File: config.mk
export PLATFORM = sky130hd
export DESIGN_NAME = wait_die_row_lock_flat
export DESIGN_NICKNAME = d
export VERILOG_FILES = /design/src/hdl/wdrl_pkg.sv /design/src/hdl/wdrl_req_if.sv /design/src/hdl/wdrl_rsp_if.sv /design/src/hdl/wdrl_cell.sv /design/src/hdl/wdrl_cfg.sv /design/src/hdl/wait_die_row_lock.sv /design/src/flat_wrapper.sv
export SDC_FILE = /design/constraint.sdc
export NUM_CORES = 2
export LEC_CHECK = 0
export BUFFER_PORTS_ARGS = -buffer_cell sky130_fd_sc_hd__buf_4
export CAP_MARGIN = 15
export CORE_MARGIN = 2
export CORE_UTILIZATION = 43
export CTS_CLUSTER_SIZE = 10
export DETAILED_ROUTE_END_ITERATION = 8
export GPL_ROUTABILITY_DRIVEN = 0
export PLACE_DENSITY = 0.64
export SLEW_MARGIN = 30
export SYNTH_ARGS = -nofsm -noshare
export SYNTH_HDL_FRONTEND = slang
export SYNTH_HIERARCHICAL = 1
export SYNTH_SLANG_ARGS = --single-unit
File: constraint.sdc
create_clock -name clk -period 10.25 [get_ports clk]
set_input_delay 2.05 -clock clk [delete_from_list [all_inputs] [get_ports clk]]
set_output_delay 2.05 -clock clk [all_outputs]
set_load 0.02 [all_outputs]
File: src/hdl/wdrl_pkg.sv
`default_nettype none

package wdrl_pkg;

  localparam int DEF_WAIT_DEPTH = 8;
  localparam int DEF_ID_BITS    = 16;
  localparam int DEF_PRIO_BITS  = 32;

  localparam int DATA_BITS    = 32;
  localparam int PADDR_BITS   = 3;
  localparam int REG_IDX_BITS = 1;
  localparam int MAXW_BITS    = 4;

  localparam logic [REG_IDX_BITS-1:0] REG_LOCK_POLICY = 1'b0;
  localparam logic [REG_IDX_BITS-1:0] REG_MAX_WAITERS = 1'b1;

  localparam logic                 POLICY_RESET   = 1'b1;
  localparam logic [MAXW_BITS-1:0] MAX_WAIT_RESET = 4'd8;

  localparam logic POLICY_NO_WAIT  = 1'b0;
  localparam logic POLICY_WAIT_DIE = 1'b1;

  localparam logic MODE_LOCK    = 1'b0;
  localparam logic MODE_RELEASE = 1'b1;

  typedef enum logic [1:0] {
    ST_GRANT    = 2'd0,
    ST_WAIT     = 2'd1,
    ST_ABORT    = 2'd2,
    ST_RELEASED = 2'd3
  } status_t;

  typedef enum logic [1:0] {
    S_IDLE,
    S_SCAN,
    S_DECIDE
  } state_t;

  typedef struct packed {
    logic wr;
    logic drop;
  } cell_ctl_t;

  typedef struct packed {
    logic match;
    logic free;
    logic best;
  } scan_flags_t;

endpackage

`default_nettype wire

File: src/hdl/wdrl_req_if.sv
`default_nettype none

interface wdrl_req_if #(
  parameter int ID_BITS   = wdrl_pkg::DEF_ID_BITS,
  parameter int PRIO_BITS = wdrl_pkg::DEF_PRIO_BITS
);
  logic                 valid;
  logic                 ready;
  logic                 mode;
  logic [ID_BITS-1:0]   txn_id;
  logic [PRIO_BITS-1:0] txn_priority;

  modport source (output valid, mode, txn_id, txn_priority, input ready);
  modport sink   (input valid, mode, txn_id, txn_priority, output ready);
endinterface

`default_nettype wire

File: src/hdl/wdrl_rsp_if.sv
`default_nettype none

interface wdrl_rsp_if #(
  parameter int ID_BITS = wdrl_pkg::DEF_ID_BITS
);
  logic               valid;
  logic               ready;
  logic [1:0]         status;
  logic               wake_valid;
  logic [ID_BITS-1:0] wake_txn_id;

  modport source (output valid, status, wake_valid, wake_txn_id, input ready);
  modport sink   (input valid, status, wake_valid, wake_txn_id, output ready);
endinterface

`default_nettype wire

File: src/hdl/wdrl_cell.sv
`default_nettype none

module wdrl_cell #(
  parameter int WAIT_DEPTH = wdrl_pkg::DEF_WAIT_DEPTH,
  parameter int ID_BITS    = wdrl_pkg::DEF_ID_BITS,
  parameter int PRIO_BITS  = wdrl_pkg::DEF_PRIO_BITS,
  parameter int IDX        = 0,
  localparam int IW = (WAIT_DEPTH > 1) ? $clog2(WAIT_DEPTH) : 1,
  localparam int NW = $clog2(WAIT_DEPTH + 1)
) (
  input  logic                   clk,
  input  logic                   rst,
  input  wdrl_pkg::cell_ctl_t    ctl,
  input  logic [ID_BITS-1:0]     wr_id,
  input  logic [PRIO_BITS-1:0]   wr_prio,
  input  logic [PRIO_BITS-1:0]   key,
  input  wdrl_pkg::scan_flags_t  flg_in,
  input  logic [IW-1:0]          match_idx_in,
  input  logic [IW-1:0]          free_idx_in,
  input  logic [IW-1:0]          best_idx_in,
  input  logic [PRIO_BITS-1:0]   best_prio_in,
  input  logic [ID_BITS-1:0]     best_id_in,
  input  logic [NW-1:0]          count_in,
  output wdrl_pkg::scan_flags_t  flg_out,
  output logic [IW-1:0]          match_idx_out,
  output logic [IW-1:0]          free_idx_out,
  output logic [IW-1:0]          best_idx_out,
  output logic [PRIO_BITS-1:0]   best_prio_out,
  output logic [ID_BITS-1:0]     best_id_out,
  output logic [NW-1:0]          count_out,
  output logic                   occupied
);
  import wdrl_pkg::*;

  logic                 valid;
  logic [ID_BITS-1:0]   id;
  logic [PRIO_BITS-1:0] prio;
  logic                 take_best;

  assign occupied  = valid;
  assign take_best = valid && (!flg_in.best || prio > best_prio_in);

  always_ff @(posedge clk) begin
    if (rst) begin
      valid <= 1'b0;
    end else if (ctl.wr) begin
      valid <= 1'b1;
    end else if (ctl.drop) begin
      valid <= 1'b0;
    end
  end

  always_ff @(posedge clk) begin
    if (ctl.wr) begin
      id   <= wr_id;
      prio <= wr_prio;
    end
  end

  always_ff @(posedge clk) begin
    if (rst) begin
      flg_out <= '0;
    end else begin
      flg_out.match <= flg_in.match || (valid && prio == key);
      flg_out.free  <= flg_in.free || !valid;
      flg_out.best  <= flg_in.best || valid;
    end
  end

  always_ff @(posedge clk) begin
    match_idx_out <= (flg_in.match || !(valid && prio == key)) ? match_idx_in : IW'(IDX);
    free_idx_out  <= (flg_in.free || valid) ? free_idx_in : IW'(IDX);
    best_idx_out  <= take_best ? IW'(IDX) : best_idx_in;
    best_prio_out <= take_best ? prio : best_prio_in;
    best_id_out   <= take_best ? id : best_id_in;
    count_out     <= count_in + NW'(valid);
  end

endmodule

`default_nettype wire

File: src/hdl/wdrl_cfg.sv
`default_nettype none

module wdrl_cfg (
  input  logic                                 clk,
  input  logic                                 rst,
  input  logic                                 psel,
  input  logic                                 penable,
  input  logic                                 pwrite,
  input  logic [wdrl_pkg::PADDR_BITS-1:0]      paddr,
  input  logic [wdrl_pkg::DATA_BITS-1:0]       pwdata,
  output logic [wdrl_pkg::DATA_BITS-1:0]       prdata,
  output logic                                 pready,
  output logic                                 lock_policy,
  output logic [wdrl_pkg::MAXW_BITS-1:0]       max_waiters
);
  import wdrl_pkg::*;

  logic [REG_IDX_BITS-1:0] reg_idx;
  logic                    wr_en;

  assign pready  = 1'b1;
  assign reg_idx = paddr[PADDR_BITS-1:2];
  assign wr_en   = psel && penable && pwrite;

  always_ff @(posedge clk) begin
    if (rst) begin
      lock_policy <= POLICY_RESET;
      max_waiters <= MAX_WAIT_RESET;
    end else if (wr_en) begin
      unique case (reg_idx)
        REG_LOCK_POLICY: lock_policy <= pwdata[0];
        REG_MAX_WAITERS: max_waiters <= pwdata[MAXW_BITS-1:0];
        default: ;
      endcase
    end
  end

  always_comb begin
    unique case (reg_idx)
      REG_LOCK_POLICY: prdata = {{(DATA_BITS-1){1'b0}}, lock_policy};
      REG_MAX_WAITERS: prdata = {{(DATA_BITS-MAXW_BITS){1'b0}}, max_waiters};
      default:         prdata = '0;
    endcase
  end

endmodule

`default_nettype wire

File: src/hdl/wait_die_row_lock.sv
`default_nettype none

// Exclusive lock arbiter for one row. Each request or release transaction is
// accepted on req and answered by exactly one result on rsp. Waiters live in a
// row of WAIT_DEPTH cells; a search record walks through the row one cell per
// clock, collecting the matching waiter, the first free slot, the waiter with
// the largest priority and the waiter count. An item passes from acceptance
// through the capture registers, the walk through the cells in S_SCAN and
// S_DECIDE, which holds while the last result is not yet taken, to its result
// register; the next item is accepted in the cycle after the decision, even
// while that result still waits on rsp. Registers: lock_policy at 0x0 (reset
// 1, wait-die) and max_waiters at 0x4 (reset 8); write them only while idle.

module wait_die_row_lock #(
  parameter int WAIT_DEPTH = wdrl_pkg::DEF_WAIT_DEPTH,
  parameter int ID_BITS    = wdrl_pkg::DEF_ID_BITS,
  parameter int PRIO_BITS  = wdrl_pkg::DEF_PRIO_BITS
) (
  input  logic                            clk,
  input  logic                            rst,
  wdrl_req_if.sink                        req,
  wdrl_rsp_if.source                      rsp,
  input  logic                            psel,
  input  logic                            penable,
  input  logic                            pwrite,
  input  logic [wdrl_pkg::PADDR_BITS-1:0] paddr,
  input  logic [wdrl_pkg::DATA_BITS-1:0]  pwdata,
  output logic [wdrl_pkg::DATA_BITS-1:0]  prdata,
  output logic                            pready
);
  import wdrl_pkg::*;

  localparam int IW = (WAIT_DEPTH > 1) ? $clog2(WAIT_DEPTH) : 1;
  localparam int NW = $clog2(WAIT_DEPTH + 1);

  state_t state, state_next;
  logic [IW-1:0] cnt;
  logic          req_ready;
  logic          fire;

  logic                 mode_q;
  logic [ID_BITS-1:0]   id_q;
  logic [PRIO_BITS-1:0] prio_q;

  logic                 owner_valid;
  logic [ID_BITS-1:0]   owner_id;
  logic [PRIO_BITS-1:0] owner_prio;

  logic                 lock_policy;
  logic [MAXW_BITS-1:0] max_waiters;

  scan_flags_t          flg       [WAIT_DEPTH+1];
  logic [IW-1:0]        match_idx [WAIT_DEPTH+1];
  logic [IW-1:0]        free_idx  [WAIT_DEPTH+1];
  logic [IW-1:0]        best_idx  [WAIT_DEPTH+1];
  logic [PRIO_BITS-1:0] best_prio [WAIT_DEPTH+1];
  logic [ID_BITS-1:0]   best_id   [WAIT_DEPTH+1];
  logic [NW-1:0]        count     [WAIT_DEPTH+1];

  cell_ctl_t             ctl [WAIT_DEPTH];
  logic [WAIT_DEPTH-1:0] occ;
  logic [WAIT_DEPTH-1:0] wr_vec;
  logic [WAIT_DEPTH-1:0] drop_vec;

  status_t              status_d;
  logic                 wake_d;
  logic [ID_BITS-1:0]   wake_id_d;
  logic                 do_wr;
  logic                 do_drop;
  logic [IW-1:0]        drop_idx;
  logic                 own_wr;
  logic                 own_valid_d;
  logic [ID_BITS-1:0]   own_id_d;
  logic [PRIO_BITS-1:0] own_prio_d;
  logic                 full;

  logic               rsp_valid;
  status_t            rsp_status;
  logic               rsp_wake;
  logic [ID_BITS-1:0] rsp_wake_id;

  wdrl_cfg u_cfg (
    .clk         (clk),
    .rst         (rst),
    .psel        (psel),
    .penable     (penable),
    .pwrite      (pwrite),
    .paddr       (paddr),
    .pwdata      (pwdata),
    .prdata      (prdata),
    .pready      (pready),
    .lock_policy (lock_policy),
    .max_waiters (max_waiters)
  );

  assign flg[0]       = '0;
  assign match_idx[0] = '0;
  assign free_idx[0]  = '0;
  assign best_idx[0]  = '0;
  assign best_prio[0] = '0;
  assign best_id[0]   = '0;
  assign count[0]     = '0;

  for (genvar i = 0; i < WAIT_DEPTH; i++) begin : g_cell
    assign wr_vec[i]   = fire && do_wr && free_idx[WAIT_DEPTH] == IW'(i);
    assign drop_vec[i] = fire && do_drop && drop_idx == IW'(i);
    assign ctl[i]      = '{wr: wr_vec[i], drop: drop_vec[i]};

    wdrl_cell #(
      .WAIT_DEPTH (WAIT_DEPTH),
      .ID_BITS    (ID_BITS),
      .PRIO_BITS  (PRIO_BITS),
      .IDX        (i)
    ) u_cell (
      .clk           (clk),
      .rst           (rst),
      .ctl           (ctl[i]),
      .wr_id         (id_q),
      .wr_prio       (prio_q),
      .key           (prio_q),
      .flg_in        (flg[i]),
      .match_idx_in  (match_idx[i]),
      .free_idx_in   (free_idx[i]),
      .best_idx_in   (best_idx[i]),
      .best_prio_in  (best_prio[i]),
      .best_id_in    (best_id[i]),
      .count_in      (count[i]),
      .flg_out       (flg[i+1]),
      .match_idx_out (match_idx[i+1]),
      .free_idx_out  (free_idx[i+1]),
      .best_idx_out  (best_idx[i+1]),
      .best_prio_out (best_prio[i+1]),
      .best_id_out   (best_id[i+1]),
      .count_out     (count[i+1]),
      .occupied      (occ[i])
    );
  end

  assign req.ready       = req_ready;
  assign rsp.valid       = rsp_valid;
  assign rsp.status      = rsp_status;
  assign rsp.wake_valid  = rsp_wake;
  assign rsp.wake_txn_id = rsp_wake_id;

  always_ff @(posedge clk) begin
    if (rst) begin
      state <= S_IDLE;
    end else begin
      state <= state_next;
    end
  end

  always_comb begin
    state_next = state;
    req_ready  = 1'b0;
    fire       = 1'b0;
    unique case (state)
      S_IDLE: begin
        req_ready = 1'b1;
        if (req.valid) begin
          state_next = S_SCAN;
        end
      end
      S_SCAN: begin
        if (cnt == IW'(WAIT_DEPTH - 1)) begin
          state_next = S_DECIDE;
        end
      end
      S_DECIDE: begin
        if (!rsp_valid || rsp.ready) begin
          fire       = 1'b1;
          state_next = S_IDLE;
        end
      end
      default: state_next = S_IDLE;
    endcase
  end

  always_ff @(posedge clk) begin
    if (rst) begin
      cnt <= '0;
    end else if (state == S_SCAN) begin
      cnt <= cnt + IW'(1);
    end else begin
      cnt <= '0;
    end
  end

  always_ff @(posedge clk) begin
    if (req.valid && req_ready) begin
      mode_q <= req.mode;
      id_q   <= req.txn_id;
      prio_q <= req.txn_priority;
    end
  end

  always_comb begin
    status_d    = ST_RELEASED;
    wake_d      = 1'b0;
    wake_id_d   = '0;
    do_wr       = 1'b0;
    do_drop     = 1'b0;
    drop_idx    = match_idx[WAIT_DEPTH];
    own_wr      = 1'b0;
    own_valid_d = owner_valid;
    own_id_d    = owner_id;
    own_prio_d  = owner_prio;
    full        = (32'(count[WAIT_DEPTH]) >= 32'(max_waiters))
               || (32'(count[WAIT_DEPTH]) >= 32'(WAIT_DEPTH));
    if (mode_q == MODE_LOCK) begin
      priority if (!owner_valid || owner_id == id_q) begin
        status_d    = ST_GRANT;
        own_wr      = 1'b1;
        own_valid_d = 1'b1;
        own_id_d    = id_q;
        own_prio_d  = prio_q;
      end else if (lock_policy == POLICY_NO_WAIT) begin
        status_d = ST_ABORT;
      end else if (full || !(prio_q < owner_prio)) begin
        status_d = ST_ABORT;
      end else begin
        status_d = ST_WAIT;
        do_wr    = !flg[WAIT_DEPTH].match;
      end
    end else begin
      priority if (!owner_valid || owner_id != id_q) begin
        do_drop = flg[WAIT_DEPTH].match;
      end else if (flg[WAIT_DEPTH].best) begin
        own_wr     = 1'b1;
        own_id_d   = best_id[WAIT_DEPTH];
        own_prio_d = best_prio[WAIT_DEPTH];
        do_drop    = 1'b1;
        drop_idx   = best_idx[WAIT_DEPTH];
        wake_d     = 1'b1;
        wake_id_d  = best_id[WAIT_DEPTH];
      end else begin
        own_wr      = 1'b1;
        own_valid_d = 1'b0;
        own_id_d    = '0;
        own_prio_d  = '0;
      end
    end
  end

  always_ff @(posedge clk) begin
    if (rst) begin
      owner_valid <= 1'b0;
      owner_id    <= '0;
      owner_prio  <= '0;
    end else if (fire && own_wr) begin
      owner_valid <= own_valid_d;
      owner_id    <= own_id_d;
      owner_prio  <= own_prio_d;
    end
  end

  always_ff @(posedge clk) begin
    if (rst) begin
      rsp_valid <= 1'b0;
    end else if (fire) begin
      rsp_valid <= 1'b1;
    end else if (rsp.ready) begin
      rsp_valid <= 1'b0;
    end
  end

  always_ff @(posedge clk) begin
    if (fire) begin
      rsp_status  <= status_d;
      rsp_wake    <= wake_d;
      rsp_wake_id <= wake_id_d;
    end
  end

`ifndef SYNTHESIS
  a_free_lock_no_waiters: assert property (@(posedge clk) disable iff (rst)
    !owner_valid |-> occ == '0)
    else $error("waiters present while lock is free");

  a_single_cell_update: assert property (@(posedge clk) disable iff (rst)
    $onehot0({wr_vec, drop_vec}))
    else $error("more than one waiter cell updated");

  a_fire_gives_result: assert property (@(posedge clk) disable iff (rst)
    fire |=> rsp_valid)
    else $error("decision did not load the result register");

  a_wake_keeps_owner: assert property (@(posedge clk) disable iff (rst)
    fire && wake_d |=> owner_valid && rsp_status == ST_RELEASED)
    else $error("wake-up without a new owner");

  a_no_accept_while_busy: assert property (@(posedge clk) disable iff (rst)
    state == S_SCAN |-> !req_ready && !fire)
    else $error("handshake active during the waiter walk");
`endif

endmodule

`default_nettype wire
File: src/flat_wrapper.sv
// flat-port wrapper written by rule: the top's interface ports become plain ports
module wait_die_row_lock_flat import wdrl_pkg::*;
#(
  parameter int WAIT_DEPTH = wdrl_pkg::DEF_WAIT_DEPTH,
  parameter int ID_BITS    = wdrl_pkg::DEF_ID_BITS,
  parameter int PRIO_BITS  = wdrl_pkg::DEF_PRIO_BITS
)
  (clk, rst, psel, penable, pwrite, paddr, pwdata, prdata, pready, req_valid, req_mode, req_txn_id, req_txn_priority, req_ready, rsp_valid, rsp_status, rsp_wake_valid, rsp_wake_txn_id, rsp_ready);
  wdrl_req_if #(.ID_BITS(ID_BITS), .PRIO_BITS(PRIO_BITS)) req_i ();
  wdrl_rsp_if #(.ID_BITS(ID_BITS)) rsp_i ();
  input  logic clk;
  input  logic rst;
  input  logic psel;
  input  logic penable;
  input  logic pwrite;
  input  logic [wdrl_pkg::PADDR_BITS-1:0] paddr;
  input  logic [wdrl_pkg::DATA_BITS-1:0] pwdata;
  output logic [wdrl_pkg::DATA_BITS-1:0] prdata;
  output logic pready;
  input wire logic [$bits(req_i.valid)-1:0] req_valid;
  input wire logic [$bits(req_i.mode)-1:0] req_mode;
  input wire logic [$bits(req_i.txn_id)-1:0] req_txn_id;
  input wire logic [$bits(req_i.txn_priority)-1:0] req_txn_priority;
  output wire logic [$bits(req_i.ready)-1:0] req_ready;
  output wire logic [$bits(rsp_i.valid)-1:0] rsp_valid;
  output wire logic [$bits(rsp_i.status)-1:0] rsp_status;
  output wire logic [$bits(rsp_i.wake_valid)-1:0] rsp_wake_valid;
  output wire logic [$bits(rsp_i.wake_txn_id)-1:0] rsp_wake_txn_id;
  input wire logic [$bits(rsp_i.ready)-1:0] rsp_ready;
  assign req_i.valid = req_valid;
  assign req_i.mode = req_mode;
  assign req_i.txn_id = req_txn_id;
  assign req_i.txn_priority = req_txn_priority;
  assign req_ready = req_i.ready;
  assign rsp_valid = rsp_i.valid;
  assign rsp_status = rsp_i.status;
  assign rsp_wake_valid = rsp_i.wake_valid;
  assign rsp_wake_txn_id = rsp_i.wake_txn_id;
  assign rsp_i.ready = rsp_ready;
  wait_die_row_lock #(.WAIT_DEPTH(WAIT_DEPTH), .ID_BITS(ID_BITS), .PRIO_BITS(PRIO_BITS)) u_core (.clk(clk), .rst(rst), .req(req_i), .rsp(rsp_i), .psel(psel), .penable(penable), .pwrite(pwrite), .paddr(paddr), .pwdata(pwdata), .prdata(prdata), .pready(pready));
endmodule
==> run_results.csv <==
group,metric,value,unit
status,outcome,"complete, no violations",
power,ir_drop,0.0001610,V
grt,track_usage,23.59,%
grt,antenna_found_initial,16,
flow_run,cap_violations,0,
clocking,hold_buffers,0,
clocking,post_cts_resized,0,
critical_path,cp-end-kind,"output pin",
logic_synthesis,avgSynthCellArea,11.30,sq um
critical_path,slowest_stage,"mux2_2",
routing,vias,37310,
worst_hold_path,holdCritStartpoint,"u_core/g_cell[3].u_cell/match_idx_out[2]",
routing,finalWirelength,146900,microns
sta,relSlewSlack,33.84,%
grt,grt_pass1_vias,35880,
critical_path,crit_top_cell,"buf_4",
floorplanning,core,116400,sq um
critical_path,reg2regPathDepth,7,
sta,fin_crit,4.731,ns
critical_path,rr_startpoint,"u_core/prio_q[30]",
worst_hold_path,min_path_type,"register to register",
clocking,cts_sinks,1031,
logic_synthesis,synth_cells,4473,
sta,period_share,46.16,%
worst_hold_path,min_path_cells,1,
sta,worst_pin_slew,0.9910,ns
floorplanning,die_area,120300,sq um
critical_path,path_cells,"buf_4 > mux2_2 > buf_4",
critical_path,worst-setup-path-type,"input pin to output pin",
sta,clock.fmax,211.4,MHz
logic_synthesis,ys_warn_count,6,
clocking,cts.clk_slew.worst_paths,0.06,ns
clocking,cts_tree,"yes",
layout,syn_to_final_growth,11.77,%
clocking,numCtsBuffers,117,
clocking,cts.path.max_buffers,3,
critical_path,slowest_delay,0.34,ns
sta,clock_skew,0.02793,ns
floorplanning,row_count,125,
floorplanning,initial_core_util,43.45,%
critical_path,cp.required,8.20,ns
routing,vias_per_cell,5.985,
sta,hold_slack,0.4060,ns
sta,finalHoldViolations,0,
critical_path,cp_max_fo,6,
clocking,clock_latency,0.71,ns
placement,port_buffers,85,
critical_path,cp.arrival,2.68,ns
grt,grt_pass1_wl,219700,microns
grt,grt_max_degree,56,
layout,drive_above_1_share,11.03,%
routing,drc,0,
routing,drt-initial-drc-count,3553,
critical_path,cp-start-kind,"input pin",
routing,wl_per_cell,23.56,microns
critical_path,crit_start,"paddr[2]",
power,power_leakage,22.41,nW
critical_path,r2r_slack,5.91,ns
routing,firstDrtPassIters,5,
logic_synthesis,syn-cell-area,50560,sq um
sta,slew_violations,0,
placement,dp_hpwl,102400,microns
sta,setup_viol,0,
layout,nets,5010,
clocking,cts-root-buf,"clkbuf_16",
floorplanning,ios,145,
routing,antenna_left,0,
sta,grt_setup_unrepaired,"no",
grt,grt_overflow,0,
power,p_per_area,166.1,nW/um^2
floorplanning,dieWidth,346.9,microns
clocking,post_cts_buffers,0,
clocking,cts_max_level,3,
sta,tns,0,ns
floorplanning,die_h,346.9,microns
-- worst max-delay path: cells and delay by family --
| kind | cells | cell delay [ns] |
|---|---|---|
| mux | 1 | 0.34 |
| buf+inv | 2 | 0.28 |
-- sequential cells by signal (all words and copies together), names as in the netlist, 24 cells and up --
signal,cells
u_core/prio_q,32
u_core/owner_prio,32
u_core/g_cell.u_cell/best_idx_out,24
u_core/g_cell.u_cell/id,128
u_core/g_cell.u_cell/match_idx_out,24
u_core/g_cell.u_cell/free_idx_out,24
u_core/g_cell.u_cell/best_id_out,128
u_core/g_cell.u_cell/count_out,32
u_core/g_cell.u_cell/prio,256
u_core/g_cell.u_cell/best_prio_out,256
-- where the power goes --
group	internal [W]	switching, W
combinational	0.000391	0.000543
clock	0.00221	0.00164
sequential	0.00447	0.000130
-- layout by cell type (no fill, tap or decap), types with 80 or more instances in the layout --
cell and count:
a21oi_1 216, conb_1 153, buf_4 192, xnor2_1 178, clkbuf_1 80, clkbuf_16 118, ha_1 309, nand2_1 225
a22o_1 282, inv_1 330, xor2_1 107, nand4_1 101, edfxtp_1 452, dfxtp_1 579, a311o_1 283, nor4_1 228
nor3_1 119
-- layer usage --
layer  vias up  wire length (microns)  GRT usage [%]
li1      17160                      -              -
met1     18160                  62310          32.03
met2      1650                  65560          36.51
met3       330                  11990          4.473
met5         -                    261              0
met4        10                   6772          10.65
-- through the flow --
step | setup slack (ns) | power [W] | util [%] | area, sq um | cells
after floorplan | 1.624 | 0.005302 | - | 51120 | 4623
after global placement | 5.435 | 0.005569 | 45.54 | 52990 | 6014
after detailed placement | 5.379 | 0.005588 | 45.56 | 53010 | 6014
after CTS | 5.511 | 0.009428 | 48.53 | 56470 | 6229
after global routing | 5.507 | 0.009708 | 48.56 | 56500 | 6230
final | 5.519 | 0.009389 | 48.57 | 56510 | 6234
-- cell type report --
cell class / count / area [sq um]
Tap cell: 1524 / 1907
Fill cell: 10620 / 59850
Antenna cell: 4 / 10.01
Inverter: 335 / 1257
Timing Repair Buffer: 193 / 1469
Multi-Input combinational cell: 2932 / 23240
Clock buffer: 205 / 3349
Sequential cell: 1031 / 25160
Clock inverter: 10 / 111.4
-- final timing paths --
check	to
setup / recovery	prdata[0]
hold / removal	u_core/g_cell[4].u_cell/match_idx_out[2]
setup reg to reg	u_core/g_cell[0].u_cell/id[11]
hold reg to reg	u_core/g_cell[4].u_cell/match_idx_out[2]
Note: power is estimated with default switching activity, not from simulation.
